===== config.mk =====
export PLATFORM = sky130hd
export DESIGN_NAME = rle_sprite_blit_decoder_top
export DESIGN_NICKNAME = d
export VERILOG_FILES = /design/src/rtl/core/rsbd_pkg.sv /design/src/rtl/core/rle_sprite_blit_decoder_top.sv /design/src/rtl/core/rsbd_cfg.sv /design/src/rtl/core/rsbd_core.sv
export SDC_FILE = /design/constraint.sdc
export NUM_CORES = 1
export LEC_CHECK = 0
export ABC_AREA = 1
export BUFFER_PORTS_ARGS = -buffer_cell sky130_fd_sc_hd__clkbuf_2
export CORE_ASPECT_RATIO = 1.75
export CORE_MARGIN = 5
export CORE_UTILIZATION = 40
export CTS_BUF_LIST = sky130_fd_sc_hd__clkbuf_8
export CTS_CLUSTER_SIZE = 14
export DETAILED_ROUTE_END_ITERATION = 8
export RECOVER_POWER = 25
export SKIP_LAST_GASP = 1
export SYNTH_ARGS = -nofsm -noshare
export SYNTH_HDL_FRONTEND = slang
export SYNTH_HIERARCHICAL = 1
export SYNTH_SLANG_ARGS = --single-unit

===== constraint.sdc =====
create_clock -name clk -period 6.4 [get_ports clk]
set_input_delay 1.28 -clock clk [delete_from_list [all_inputs] [get_ports clk]]
set_output_delay 1.28 -clock clk [all_outputs]
set_load 0.03 [all_outputs]

===== src/rtl/core/rsbd_pkg.sv =====
// ----------------------------------------------------------------------------
// rsbd_pkg
// shared types and constants of the run-length sprite blit decoder
// ----------------------------------------------------------------------------
package rsbd_pkg;

    localparam int ADDR_W   = 20;
    localparam int PIXA_W   = 20;
    localparam int COL_W    = 16;
    localparam int ROW_W    = 16;
    localparam int CFG_AW   = 5;

    localparam logic [7:0] CODE_SKIP_RUN = 8'd255;
    localparam logic [7:0] CODE_NEWLINE  = 8'd254;
    localparam logic [7:0] CODE_SKIP_ONE = 8'd253;

    localparam logic [2:0] REG_ORIGIN_X      = 3'd0;
    localparam logic [2:0] REG_ORIGIN_Y      = 3'd1;
    localparam logic [2:0] REG_LINE_PITCH    = 3'd2;
    localparam logic [2:0] REG_SPRITE_WIDTH  = 3'd3;
    localparam logic [2:0] REG_SPRITE_HEIGHT = 3'd4;

    typedef struct packed {
        logic [ADDR_W-1:0] base_address;
        logic [11:0]       line_pitch;
        logic [9:0]        sprite_width;
        logic [9:0]        sprite_height;
    } cfg_t;

endpackage


===== src/rtl/core/rle_sprite_blit_decoder_top.sv =====
// ----------------------------------------------------------------------------
// rle_sprite_blit_decoder_top
// run-length sprite byte stream to framebuffer pixel write decoder
// ----------------------------------------------------------------------------
// Takes one coded sprite byte per request and returns exactly one result per
// byte: a pixel write flag, address and colour, and a done flag. A byte
// enters an input register and is decoded against the cursor state into the
// result register once that register is free or being drained, so a new
// byte is taken every clock cycle while results are consumed. The start
// flag on s_tuser loads the base address origin_y * line_pitch + origin_x,
// which is registered from the configuration in the cycle after the last
// register write.
module rle_sprite_blit_decoder_top
    import rsbd_pkg::*;
(
    input  logic              clk,
    input  logic              rst_n,
    input  logic              psel,
    input  logic              penable,
    input  logic              pwrite,
    input  logic [CFG_AW-1:0] paddr,
    input  logic [31:0]       pwdata,
    output logic [31:0]       prdata,
    output logic              pready,
    input  logic              s_tvalid,
    output logic              s_tready,
    input  logic [7:0]        s_tdata,   // shape_byte
    input  logic              s_tuser,   // first
    output logic              m_tvalid,
    input  logic              m_tready,
    output logic [31:0]       m_tdata,   // pixel_address[19:0], pixel_color[27:20]
    output logic [1:0]        m_tuser    // write_enable[0], done_res[1]
);

    cfg_t              cfg;
    logic              out_we;
    logic [PIXA_W-1:0] out_addr;
    logic [7:0]        out_color;
    logic              out_done;

    rsbd_cfg u_cfg (
        .clk     (clk),
        .rst_n   (rst_n),
        .psel    (psel),
        .penable (penable),
        .pwrite  (pwrite),
        .paddr   (paddr),
        .pwdata  (pwdata),
        .prdata  (prdata),
        .pready  (pready),
        .cfg     (cfg)
    );

    rsbd_core u_core (
        .clk       (clk),
        .rst_n     (rst_n),
        .cfg       (cfg),
        .in_valid  (s_tvalid),
        .in_ready  (s_tready),
        .in_first  (s_tuser),
        .in_byte   (s_tdata),
        .out_valid (m_tvalid),
        .out_ready (m_tready),
        .out_we    (out_we),
        .out_addr  (out_addr),
        .out_color (out_color),
        .out_done  (out_done)
    );

    assign m_tdata = {4'd0, out_color, out_addr};
    assign m_tuser = {out_done, out_we};

endmodule


===== src/rtl/core/rsbd_cfg.sv =====
// ----------------------------------------------------------------------------
// rsbd_cfg
// register file behind the apb port, plus the registered sprite base address
// ----------------------------------------------------------------------------
module rsbd_cfg
    import rsbd_pkg::*;
(
    input  logic              clk,
    input  logic              rst_n,
    input  logic              psel,
    input  logic              penable,
    input  logic              pwrite,
    input  logic [CFG_AW-1:0] paddr,
    input  logic [31:0]       pwdata,
    output logic [31:0]       prdata,
    output logic              pready,
    output cfg_t              cfg
);

    logic [9:0]        origin_x_reg;
    logic [9:0]        origin_y_reg;
    logic [11:0]       line_pitch_reg;
    logic [9:0]        sprite_width_reg;
    logic [9:0]        sprite_height_reg;
    logic [ADDR_W-1:0] base_reg;
    logic [ADDR_W-1:0] base_next;
    logic [21:0]       product;
    logic              wr_en;
    logic [2:0]        reg_index;

    assign pready    = 1'b1;
    assign wr_en     = psel & penable & pwrite;
    assign reg_index = paddr[4:2];

    always_ff @(posedge clk or negedge rst_n)
    begin
        if (!rst_n)
        begin
            origin_x_reg      <= 10'd0;
            origin_y_reg      <= 10'd0;
            line_pitch_reg    <= 12'd320;
            sprite_width_reg  <= 10'd1;
            sprite_height_reg <= 10'd0;
        end
        else if (wr_en)
        begin
            unique case (reg_index)
                REG_ORIGIN_X:      origin_x_reg      <= pwdata[9:0];
                REG_ORIGIN_Y:      origin_y_reg      <= pwdata[9:0];
                REG_LINE_PITCH:    line_pitch_reg    <= pwdata[11:0];
                REG_SPRITE_WIDTH:  sprite_width_reg  <= pwdata[9:0];
                REG_SPRITE_HEIGHT: sprite_height_reg <= pwdata[9:0];
                default: ;
            endcase
        end
    end

    always_comb
    begin
        unique case (reg_index)
            REG_ORIGIN_X:      prdata = {22'd0, origin_x_reg};
            REG_ORIGIN_Y:      prdata = {22'd0, origin_y_reg};
            REG_LINE_PITCH:    prdata = {20'd0, line_pitch_reg};
            REG_SPRITE_WIDTH:  prdata = {22'd0, sprite_width_reg};
            REG_SPRITE_HEIGHT: prdata = {22'd0, sprite_height_reg};
            default:           prdata = 32'd0;
        endcase
    end

    // origin_y * line_pitch + origin_x, kept ready for the start marker
    assign product   = 22'(origin_y_reg) * 22'(line_pitch_reg);
    assign base_next = ADDR_W'(product) + ADDR_W'(origin_x_reg);

    always_ff @(posedge clk or negedge rst_n)
    begin
        if (!rst_n)
        begin
            base_reg <= '0;
        end
        else
        begin
            base_reg <= base_next;
        end
    end

    assign cfg.base_address  = base_reg;
    assign cfg.line_pitch    = line_pitch_reg;
    assign cfg.sprite_width  = sprite_width_reg;
    assign cfg.sprite_height = sprite_height_reg;

endmodule


===== src/rtl/core/rsbd_core.sv =====
// ----------------------------------------------------------------------------
// rsbd_core
// input register, byte decode with cursor state, and result register
// ----------------------------------------------------------------------------
module rsbd_core
    import rsbd_pkg::*;
(
    input  logic              clk,
    input  logic              rst_n,
    input  cfg_t              cfg,
    input  logic              in_valid,
    output logic              in_ready,
    input  logic              in_first,
    input  logic [7:0]        in_byte,
    output logic              out_valid,
    input  logic              out_ready,
    output logic              out_we,
    output logic [PIXA_W-1:0] out_addr,
    output logic [7:0]        out_color,
    output logic              out_done
);

    logic              in_valid_reg;
    logic              first_reg;
    logic [7:0]        byte_reg;

    logic [COL_W-1:0]  column_reg;
    logic [COL_W-1:0]  column_next;
    logic [ROW_W-1:0]  row_reg;
    logic [ROW_W-1:0]  row_next;
    logic              pending_reg;
    logic              pending_next;
    logic              finished_reg;
    logic              finished_next;
    logic [ADDR_W-1:0] address_reg;
    logic [ADDR_W-1:0] address_next;

    logic              out_valid_reg;
    logic              we_reg;
    logic              we_next;
    logic [PIXA_W-1:0] pixa_reg;
    logic [PIXA_W-1:0] pixa_next;
    logic [7:0]        color_reg;
    logic [7:0]        color_next;
    logic              done_reg;

    logic              fire;

    assign fire     = in_valid_reg & (~out_valid_reg | out_ready);
    assign in_ready = ~in_valid_reg | fire;

    always_ff @(posedge clk or negedge rst_n)
    begin
        if (!rst_n)
        begin
            in_valid_reg <= 1'b0;
        end
        else if (in_ready)
        begin
            in_valid_reg <= in_valid;
        end
    end

    always_ff @(posedge clk)
    begin
        if (in_ready && in_valid)
        begin
            first_reg <= in_first;
            byte_reg  <= in_byte;
        end
    end

    always_comb
    begin
        column_next   = column_reg;
        row_next      = row_reg;
        pending_next  = pending_reg;
        finished_next = finished_reg;
        address_next  = address_reg;
        we_next       = 1'b0;
        pixa_next     = '0;
        color_next    = 8'd0;

        if (first_reg)
        begin
            column_next   = '0;
            row_next      = '0;
            pending_next  = 1'b0;
            address_next  = cfg.base_address;
            finished_next = (cfg.sprite_height == 10'd0);
        end

        if (!finished_next)
        begin
            priority if (pending_next)
            begin
                pending_next = 1'b0;
                address_next = address_next + ADDR_W'(byte_reg);
                column_next  = column_next + COL_W'(byte_reg);
            end
            else if (byte_reg == CODE_SKIP_RUN)
            begin
                pending_next = 1'b1;
            end
            else if (byte_reg == CODE_NEWLINE)
            begin
                address_next = address_next - ADDR_W'(column_next)
                             + ADDR_W'(cfg.line_pitch);
                column_next  = '0;
                row_next     = row_next + ROW_W'(1);
            end
            else if (byte_reg == CODE_SKIP_ONE)
            begin
                address_next = address_next + ADDR_W'(1);
                column_next  = column_next + COL_W'(1);
            end
            else
            begin
                we_next      = 1'b1;
                pixa_next    = PIXA_W'(address_next);
                color_next   = byte_reg;
                address_next = address_next + ADDR_W'(1);
                column_next  = column_next + COL_W'(1);
            end

            // row wrap on exact width match
            if (column_next == COL_W'(cfg.sprite_width))
            begin
                address_next = address_next - ADDR_W'(column_next)
                             + ADDR_W'(cfg.line_pitch);
                column_next  = '0;
                row_next     = row_next + ROW_W'(1);
            end
            finished_next = (row_next >= ROW_W'(cfg.sprite_height));
        end
    end

    always_ff @(posedge clk or negedge rst_n)
    begin
        if (!rst_n)
        begin
            column_reg    <= '0;
            row_reg       <= '0;
            pending_reg   <= 1'b0;
            finished_reg  <= 1'b1;
            address_reg   <= '0;
            out_valid_reg <= 1'b0;
        end
        else
        begin
            if (fire)
            begin
                column_reg   <= column_next;
                row_reg      <= row_next;
                pending_reg  <= pending_next;
                finished_reg <= finished_next;
                address_reg  <= address_next;
            end
            if (fire)
            begin
                out_valid_reg <= 1'b1;
            end
            else if (out_ready)
            begin
                out_valid_reg <= 1'b0;
            end
        end
    end

    always_ff @(posedge clk)
    begin
        if (fire)
        begin
            we_reg    <= we_next;
            pixa_reg  <= pixa_next;
            color_reg <= color_next;
            done_reg  <= finished_next;
        end
    end

    assign out_valid = out_valid_reg;
    assign out_we    = we_reg;
    assign out_addr  = pixa_reg;
    assign out_color = color_reg;
    assign out_done  = done_reg;

endmodule

# [Word-level counts from Yosys, hierarchy flattened]
# Index checks and enable logic that the tools add are counted.
[totals] ff_bits=167
[classes] order_cmp=1 mul=1 n_bitwise=7 n_addsub=11 eq_ne=8 reduce_logical=11 n_mux=32
[op_table] operator="2-to-1 mux 16 bit" n=15
[op_table] operator="2-to-1 mux 20 bit" n=7
[op_table] operator="one-hot mux 12 bit (5 select lines)" n=1
[op_table] operator="adder 16 x 1 -> 16 bit, second input constant" n=3
[op_table] operator="adder 20 x 12 -> 20 bit" n=2
[op_table] operator="subtractor 20 x 16 -> 20 bit" n=2
[op_table] operator="== test 8 bit, second input constant" n=3
[op_table] operator="adder 20 x 1 -> 20 bit, second input constant" n=1
[op_table] operator="adder 20 x 10 -> 20 bit" n=1
[op_table] operator="adder 20 x 8 -> 20 bit" n=1
[op_table] operator="multiplier 10 x 12 -> 20 bit" n=1
[op_table] operator="adder 16 x 8 -> 16 bit" n=1
[op_table] operator="== test 16 x 10 -> 1 bit" n=1
[op_table] operator=">= comparator 16 x 10 -> 1 bit" n=1
[op_table] operator="logical NOT 10 bit" n=1
[op_table] operator="AND reduction 2 bit" n=5
[op_table] operator="2-to-1 mux 1 bit" n=9
[op_table] operator="== test 3 x 2 -> 1 bit, second input constant" n=2
[op_table] operator="OR reduction 5 bit" n=1
[op_table] operator="OR reduction 4 bit" n=1
[op_table] operator="bitwise AND 1 bit" n=3
[op_table] operator="== test 3 x 1 -> 1 bit, second input constant" n=1
[op_table] operator="== test 3 bit, second input constant" n=1
[op_table] operator="logical NOT 3 bit" n=1
[op_table] operator="other kinds (4)" n=6

# [Logic depth before layout (Yosys ltp)]
[depth] depth_word=11 mapped_depth=37 mapped_depth_nobuf=35

# [By module]
# The synthesis kept the hierarchy.
[by_module_without_submodules] module="rsbd_core" seq_area_each_um2=2573.7 cells_per_inst=1927 instances=1 area_each_um2=12525.8
[by_module_without_submodules] module="rsbd_cfg" seq_area_each_um2=1805.5 cells_per_inst=954 instances=1 area_each_um2=7440.9
[by_module_without_submodules] module="rle_sprite_blit_decoder_top" seq_area_each_um2=0.0 cells_per_inst=7 instances=1 area_each_um2=48.8

# [Worst setup path after synthesis]
# Ideal clock, no wire load.
[synth_path] path_type="reg2reg" start="register u_core.first_reg" end="register u_core.address_reg[15]" slack_ns=1.134 path_buffers=4 synth_period_minus_slack_ns=5.266 required_ns=6.283 arrival_ns=5.150 setup_ns=0.117 stages_incl_launch_ff=34 path_cell_list="edfxtp_1 > buf_6 > buf_12 > buf_8 > buf_2 > nand2_1 > nand2_1 > fa_1 > inv_1 > ha_1 > nand2_1 > inv_1 > a21oi_1 > nand2_1 > or2_2 > nand3_1 > o31ai_1 > nand3_1 > nand2_1 > a31oi_1 > fa_1 > inv_1 > ha_1 > a21oi_1 > o21ai_0 > a21oi_1 > nand2_1 > a21oi_1 > o21bai_1 > xor2_1 > nand2_1 > nand3_1 > nand2_1 > nand2_1"
[synth_via] elab_chain_len=11
[synth_rtl] item="start: declaration" line="rsbd_core.sv:24" rtl="logic first_reg;"
[synth_rtl] item="start signal: assignment" line="rsbd_core.sv:68" rtl="first_reg <= in_first;"
[synth_rtl] item="2-to-1 mux 20 bit or 2-to-1 mux 16 bit (tied branches)" line="rsbd_core.sv:84" rtl="if (first_reg)"
[synth_rtl] item="subtractor 20 x 16 -> 20 bit" line="rsbd_core.sv:107" rtl="address_next = address_next - ADDR_W'(column_next)"
[synth_rtl] item="adder 20 x 12 -> 20 bit" line="rsbd_core.sv:108" rtl="+ ADDR_W'(cfg.line_pitch);"
[synth_rtl] item="2-to-1 mux 20 bit" line="rsbd_core.sv:105" rtl="else if (byte_reg == CODE_NEWLINE)"
[synth_rtl] item="2-to-1 mux 20 bit" line="rsbd_core.sv:101" rtl="else if (byte_reg == CODE_SKIP_RUN)"
[synth_rtl] item="2-to-1 mux 20 bit" line="rsbd_core.sv:95" rtl="priority if (pending_next)"
[synth_rtl] item="2-to-1 mux 20 bit" line="rsbd_core.sv:93" rtl="if (!finished_next)"
[synth_rtl] item="subtractor 20 x 16 -> 20 bit" line="rsbd_core.sv:129" rtl="address_next = address_next - ADDR_W'(column_next)"
[synth_rtl] item="adder 20 x 12 -> 20 bit" line="rsbd_core.sv:130" rtl="+ ADDR_W'(cfg.line_pitch);"
[synth_rtl] item="2-to-1 mux 20 bit" line="rsbd_core.sv:127" rtl="if (column_next == COL_W'(cfg.sprite_width))"
[synth_rtl] item="2-to-1 mux 20 bit *" line="rsbd_core.sv:93"
[synth_rtl] item="end signal: assignment" line="rsbd_core.sv:157" rtl="address_reg <= address_next;"
[synth_rtl] item="end: declaration" line="rsbd_core.sv:35" rtl="logic [ADDR_W-1:0] address_reg;"
# Every way passes the cells marked *; elsewhere a longest branch is shown, timed or not. The select of a mux whose other input is x is not followed.
# A chain may end at the register's enable or synchronous reset.

# [Worst setup path in the final report]
[layout_path] start="register u_core.first_reg" end="register u_core.address_reg[19]"
# Same word-level chain as after synthesis.

==> flow_summary_export.csv <==
group,metric,value,unit
sta,rsz0062_at_grt,"false",
global_routing,grt_overflow,0,
synthesis,synth_top_family_by_area,"simple AND/OR/NAND/NOR gates",
sta,worstMarginPinSlew,4.80,ns
flow_run,drv_cap,1,
routing,vias,19004,
synthesis,synth_fa_ha_area_share,19.6,%
sta,finClkSkew,0.0335,ns
synthesis,synth_compound_area_share,11.8,%
floorplan,core-area,49600,µm²
routing,vias_per_cell,5.26,
synthesis,synthFlopType,"dfrtp_1",
clock_network,cts_resized,0,
synthesis,syn_avg_cell_area,6.93,µm²
synthesis,yosys-top-cells-count,"nand2_1, inv_1, nor2_1",
sta,setup_viol,0,
global_routing,grt_use_total,25.4,%
power_and_ir_drop,peakVddDrop,172,µV
clock_network,cts_tree,"yes",
critical_path,cpMostUsedCell,"nand2_1",
layout,nNetsFinal,3240,
status,status,"finished, violations left",
placement,place_congestion,1.00,
routing,routed_wl,69200,µm
clock_network,cts.path.max_buffers,2,
synthesis,synth-xor-area-share,2.79,%
synthesis,ys_types,70,
synthesis,yosysWarnings,6,
critical_path,crit_slowest_cell,"fa_1",
synthesis,synthSimpleGateAreaFrac,30.1,%
floorplan,initial_core_util,40.4,%
power_and_ir_drop,power.leakage,11.6,nW
power_and_ir_drop,cellPowerDensity,456,nW/µm²
routing,drt-initial-drc-count,1193,
critical_path,reg2regPathDepth,33,
clock_network,htree_num_levels,4,
routing,drc_errors,0,
power_and_ir_drop,pwr-share-clk,9.1,%
sta,fin_setup_tns,0,ns
status,violations,"max-capacitance violations, max-slew violations",
power_and_ir_drop,switchingPower,5.58,mW
critical_path,crit_type,"reg -> reg",
floorplan,die-area,54800,µm²
synthesis,ys_seq_area_share,21.9,%
clock_network,root_buffer,"clkbuf_8",
sta,timing.fmax,167,MHz
floorplan,die_y,306,µm
critical_path,required,6.84,ns
sta,final_hold_viol_count,0,
global_routing,grt_pass1_vias,19483,
floorplan,die_w,179,µm
clock_network,cts_buffers,17,
placement,numPlacedInstances,3582,
critical_path,worstSetupEndpointType,"flop",
placement,hpwl,55800,µm
power_and_ir_drop,power.share.combinational,72.7,%
power_and_ir_drop,power.internal,4.21,mW
synthesis,synth.most_common_cell,"nand2_1",
sta,whs,0.480,ns
critical_path,crit_path_start,"u_core/first_reg",
layout,final_util,43.3,%
worst_hold_path,min_path_type,"reg -> reg",
synthesis,async_flop_share,76.6,%
synthesis,netlist_top_cells_area,"dfrtp_1, nand2_1, fa_1",
layout,areaGrowthSynthToFinish,7.39,%
synthesis,synth-seq-cells,167,
critical_path,crit_fanout,21,
critical_path,max_stage_delay,0.55,ns
critical_path,timing.rr.end,"u_core/address_reg[19]",
sta,layout_min_cycle_time,6.00,ns
floorplan,rows,108,
routing,firstDrtPassIters,5,
clock_network,clk_latency,0.54,ns
power_and_ir_drop,sw_frac_of_total,57.0,%
synthesis,syn_inst,2888,
critical_path,startpoint_type,"flop",
global_routing,grt_pass1_wl,107000,µm
clock_network,clkTransAtPathRegs,0.12,ns
layout,fillers,5198,
clock_network,cts_setup_buffers,0,
synthesis,synth_edf_count,39,
clock_network,ctsHoldBuffers,0,
sta,relSlewSlack,-220,%
routing,wl_per_cell,19.2,µm
critical_path,regToRegSetupSlack,0.40,ns
synthesis,synth_top_area_cell,"dfrtp_1",
critical_path,reg2reg_from,"u_core/first_reg",
synthesis,synth_area,20000,µm²
power_and_ir_drop,pwr-share-seq,18.2,%
floorplan,ioPinCount,122,
global_routing,antenna_found_initial,1,
placement,portBuffers,74,
sta,period_share,93.8,%
synthesis,synth_top_cell_area_share,15.5,%
synthesis,synth.area.mux_share,0,%
routing,drtAntennaViolNets,0,
sta,slew_violations,84,
layout,drive_gt1_share,11.2,%
global_routing,grt_max_degree,84,
critical_path,crit_path_end,"u_core/address_reg[19]",
layout,stdcell_count,3615,
critical_path,arrival,6.44,ns
clock_network,clock_sinks,167,
## layout make-up
type | instances | area [µm²] | share of cell area, %
clock inverter | 15 | 221 | 1.03
multi-input combinational | 2084 | 13000 | 60.4
clock buffer | 17 | 234 | 1.09
tap | 660 | 826 | 3.84
timing repair buffer | 133 | 825 | 3.84
antenna | 1 | 2.50 | 0.0116
sequential | 167 | 4380 | 20.4
inverter | 538 | 2020 | 9.42
## how the worst min path moves through the flow
stage	from	cells after the start	to
floorplan	u_core/finished_reg	2	u_core/finished_reg
global placement	u_core/finished_reg	2	u_core/finished_reg
detailed placement	u_core/finished_reg	2	u_core/finished_reg
CTS	u_core/finished_reg	2	u_core/finished_reg
global route	u_core/finished_reg	2	u_core/finished_reg
finish	u_core/finished_reg	2	u_core/finished_reg
## per-layer routing
| layer | track usage (%) | vias to the layer above | wire length [µm] |
|---|---|---|---|
| met2 | 46.6 | 637 | 36000 |
| li1 | - | 9124 | - |
| met1 | 26.5 | 9012 | 24300 |
| met4 | 18.2 | 0 | 5960 |
| met5 | 0 | - | 0 |
| met3 | 2.29 | 231 | 2940 |
## logic make-up (layout without fill, tap and decap cells)
logic type,count (synthesis),count (layout)
buf+inv,659,703
compound gates,411,411
other cells,3,26
xor+xnor,59,59
flops,167,167
simple gates,1343,1343
fa+ha+maj,246,246
## stage by stage
| stage | cell area [µm²] | worst slack (ns) | power (mW) |
|---|---|---|---|
| 2_1_floorplan | 20100 | 1.13 | 6.77 |
| 3_3_place_gp | 21000 | 0.575 | 8.75 |
| 3_5_place_dp | 21000 | 0.515 | 8.84 |
| 4_1_cts | 21500 | 0.452 | 9.78 |
| 5_1_grt | 21500 | 0.0553 | 10.7 |
| 6_report | 21500 | 0.399 | 9.79 |
## power by group through the flow
stage | Combinational [mW] | Sequential (mW) | Clock [mW]
global placement | 6.95 | 1.79 | 0
global route | 7.96 | 1.82 | 0.944
floorplan | 5.03 | 1.74 | 0
detailed placement | 7.04 | 1.80 | 0
CTS | 7.09 | 1.78 | 0.912
finish | 7.12 | 1.78 | 0.891
## worst max-delay path: cells and delay by family, from the launching register on
family | cells | cell delay [ns]
AND/OR/NAND/NOR | 17 | 1.63
adder cells (fa/ha/maj) | 4 | 1.71
flip-flops | 1 | 0.51
buffers and inverters | 4 | 0.47
XOR/XNOR | 1 | 0.15
AO/OA/AOI/OAI | 7 | 1.44
## cells in the final DEF (no fill, tap or decap), types with 7 or more instances in the layout
cell type,instances
o22ai_1,12
xnor2_1,19
clkbuf_8,17
xor2_1,36
nor2_1,182
conb_1,25
o21ai_1,38
nand2_4,10
nand4_1,30
edfxtp_1,39
nand3_1,170
inv_1,510
a21oi_1,154
o21bai_1,9
o211ai_1,11
fa_1,113
nand2_2,35
inv_2,23
clkbuf_2,73
ha_1,133
o21ai_0,125
nand3_2,9
dfrtp_1,124
a22oi_1,11
buf_4,58
nand2_1,808
nand3b_1,7
inv_12,7
a221oi_2,7
nor2_4,21
nor2_2,20
nor3_1,18
No activity file was read; power rests on OpenSTA's default activity.
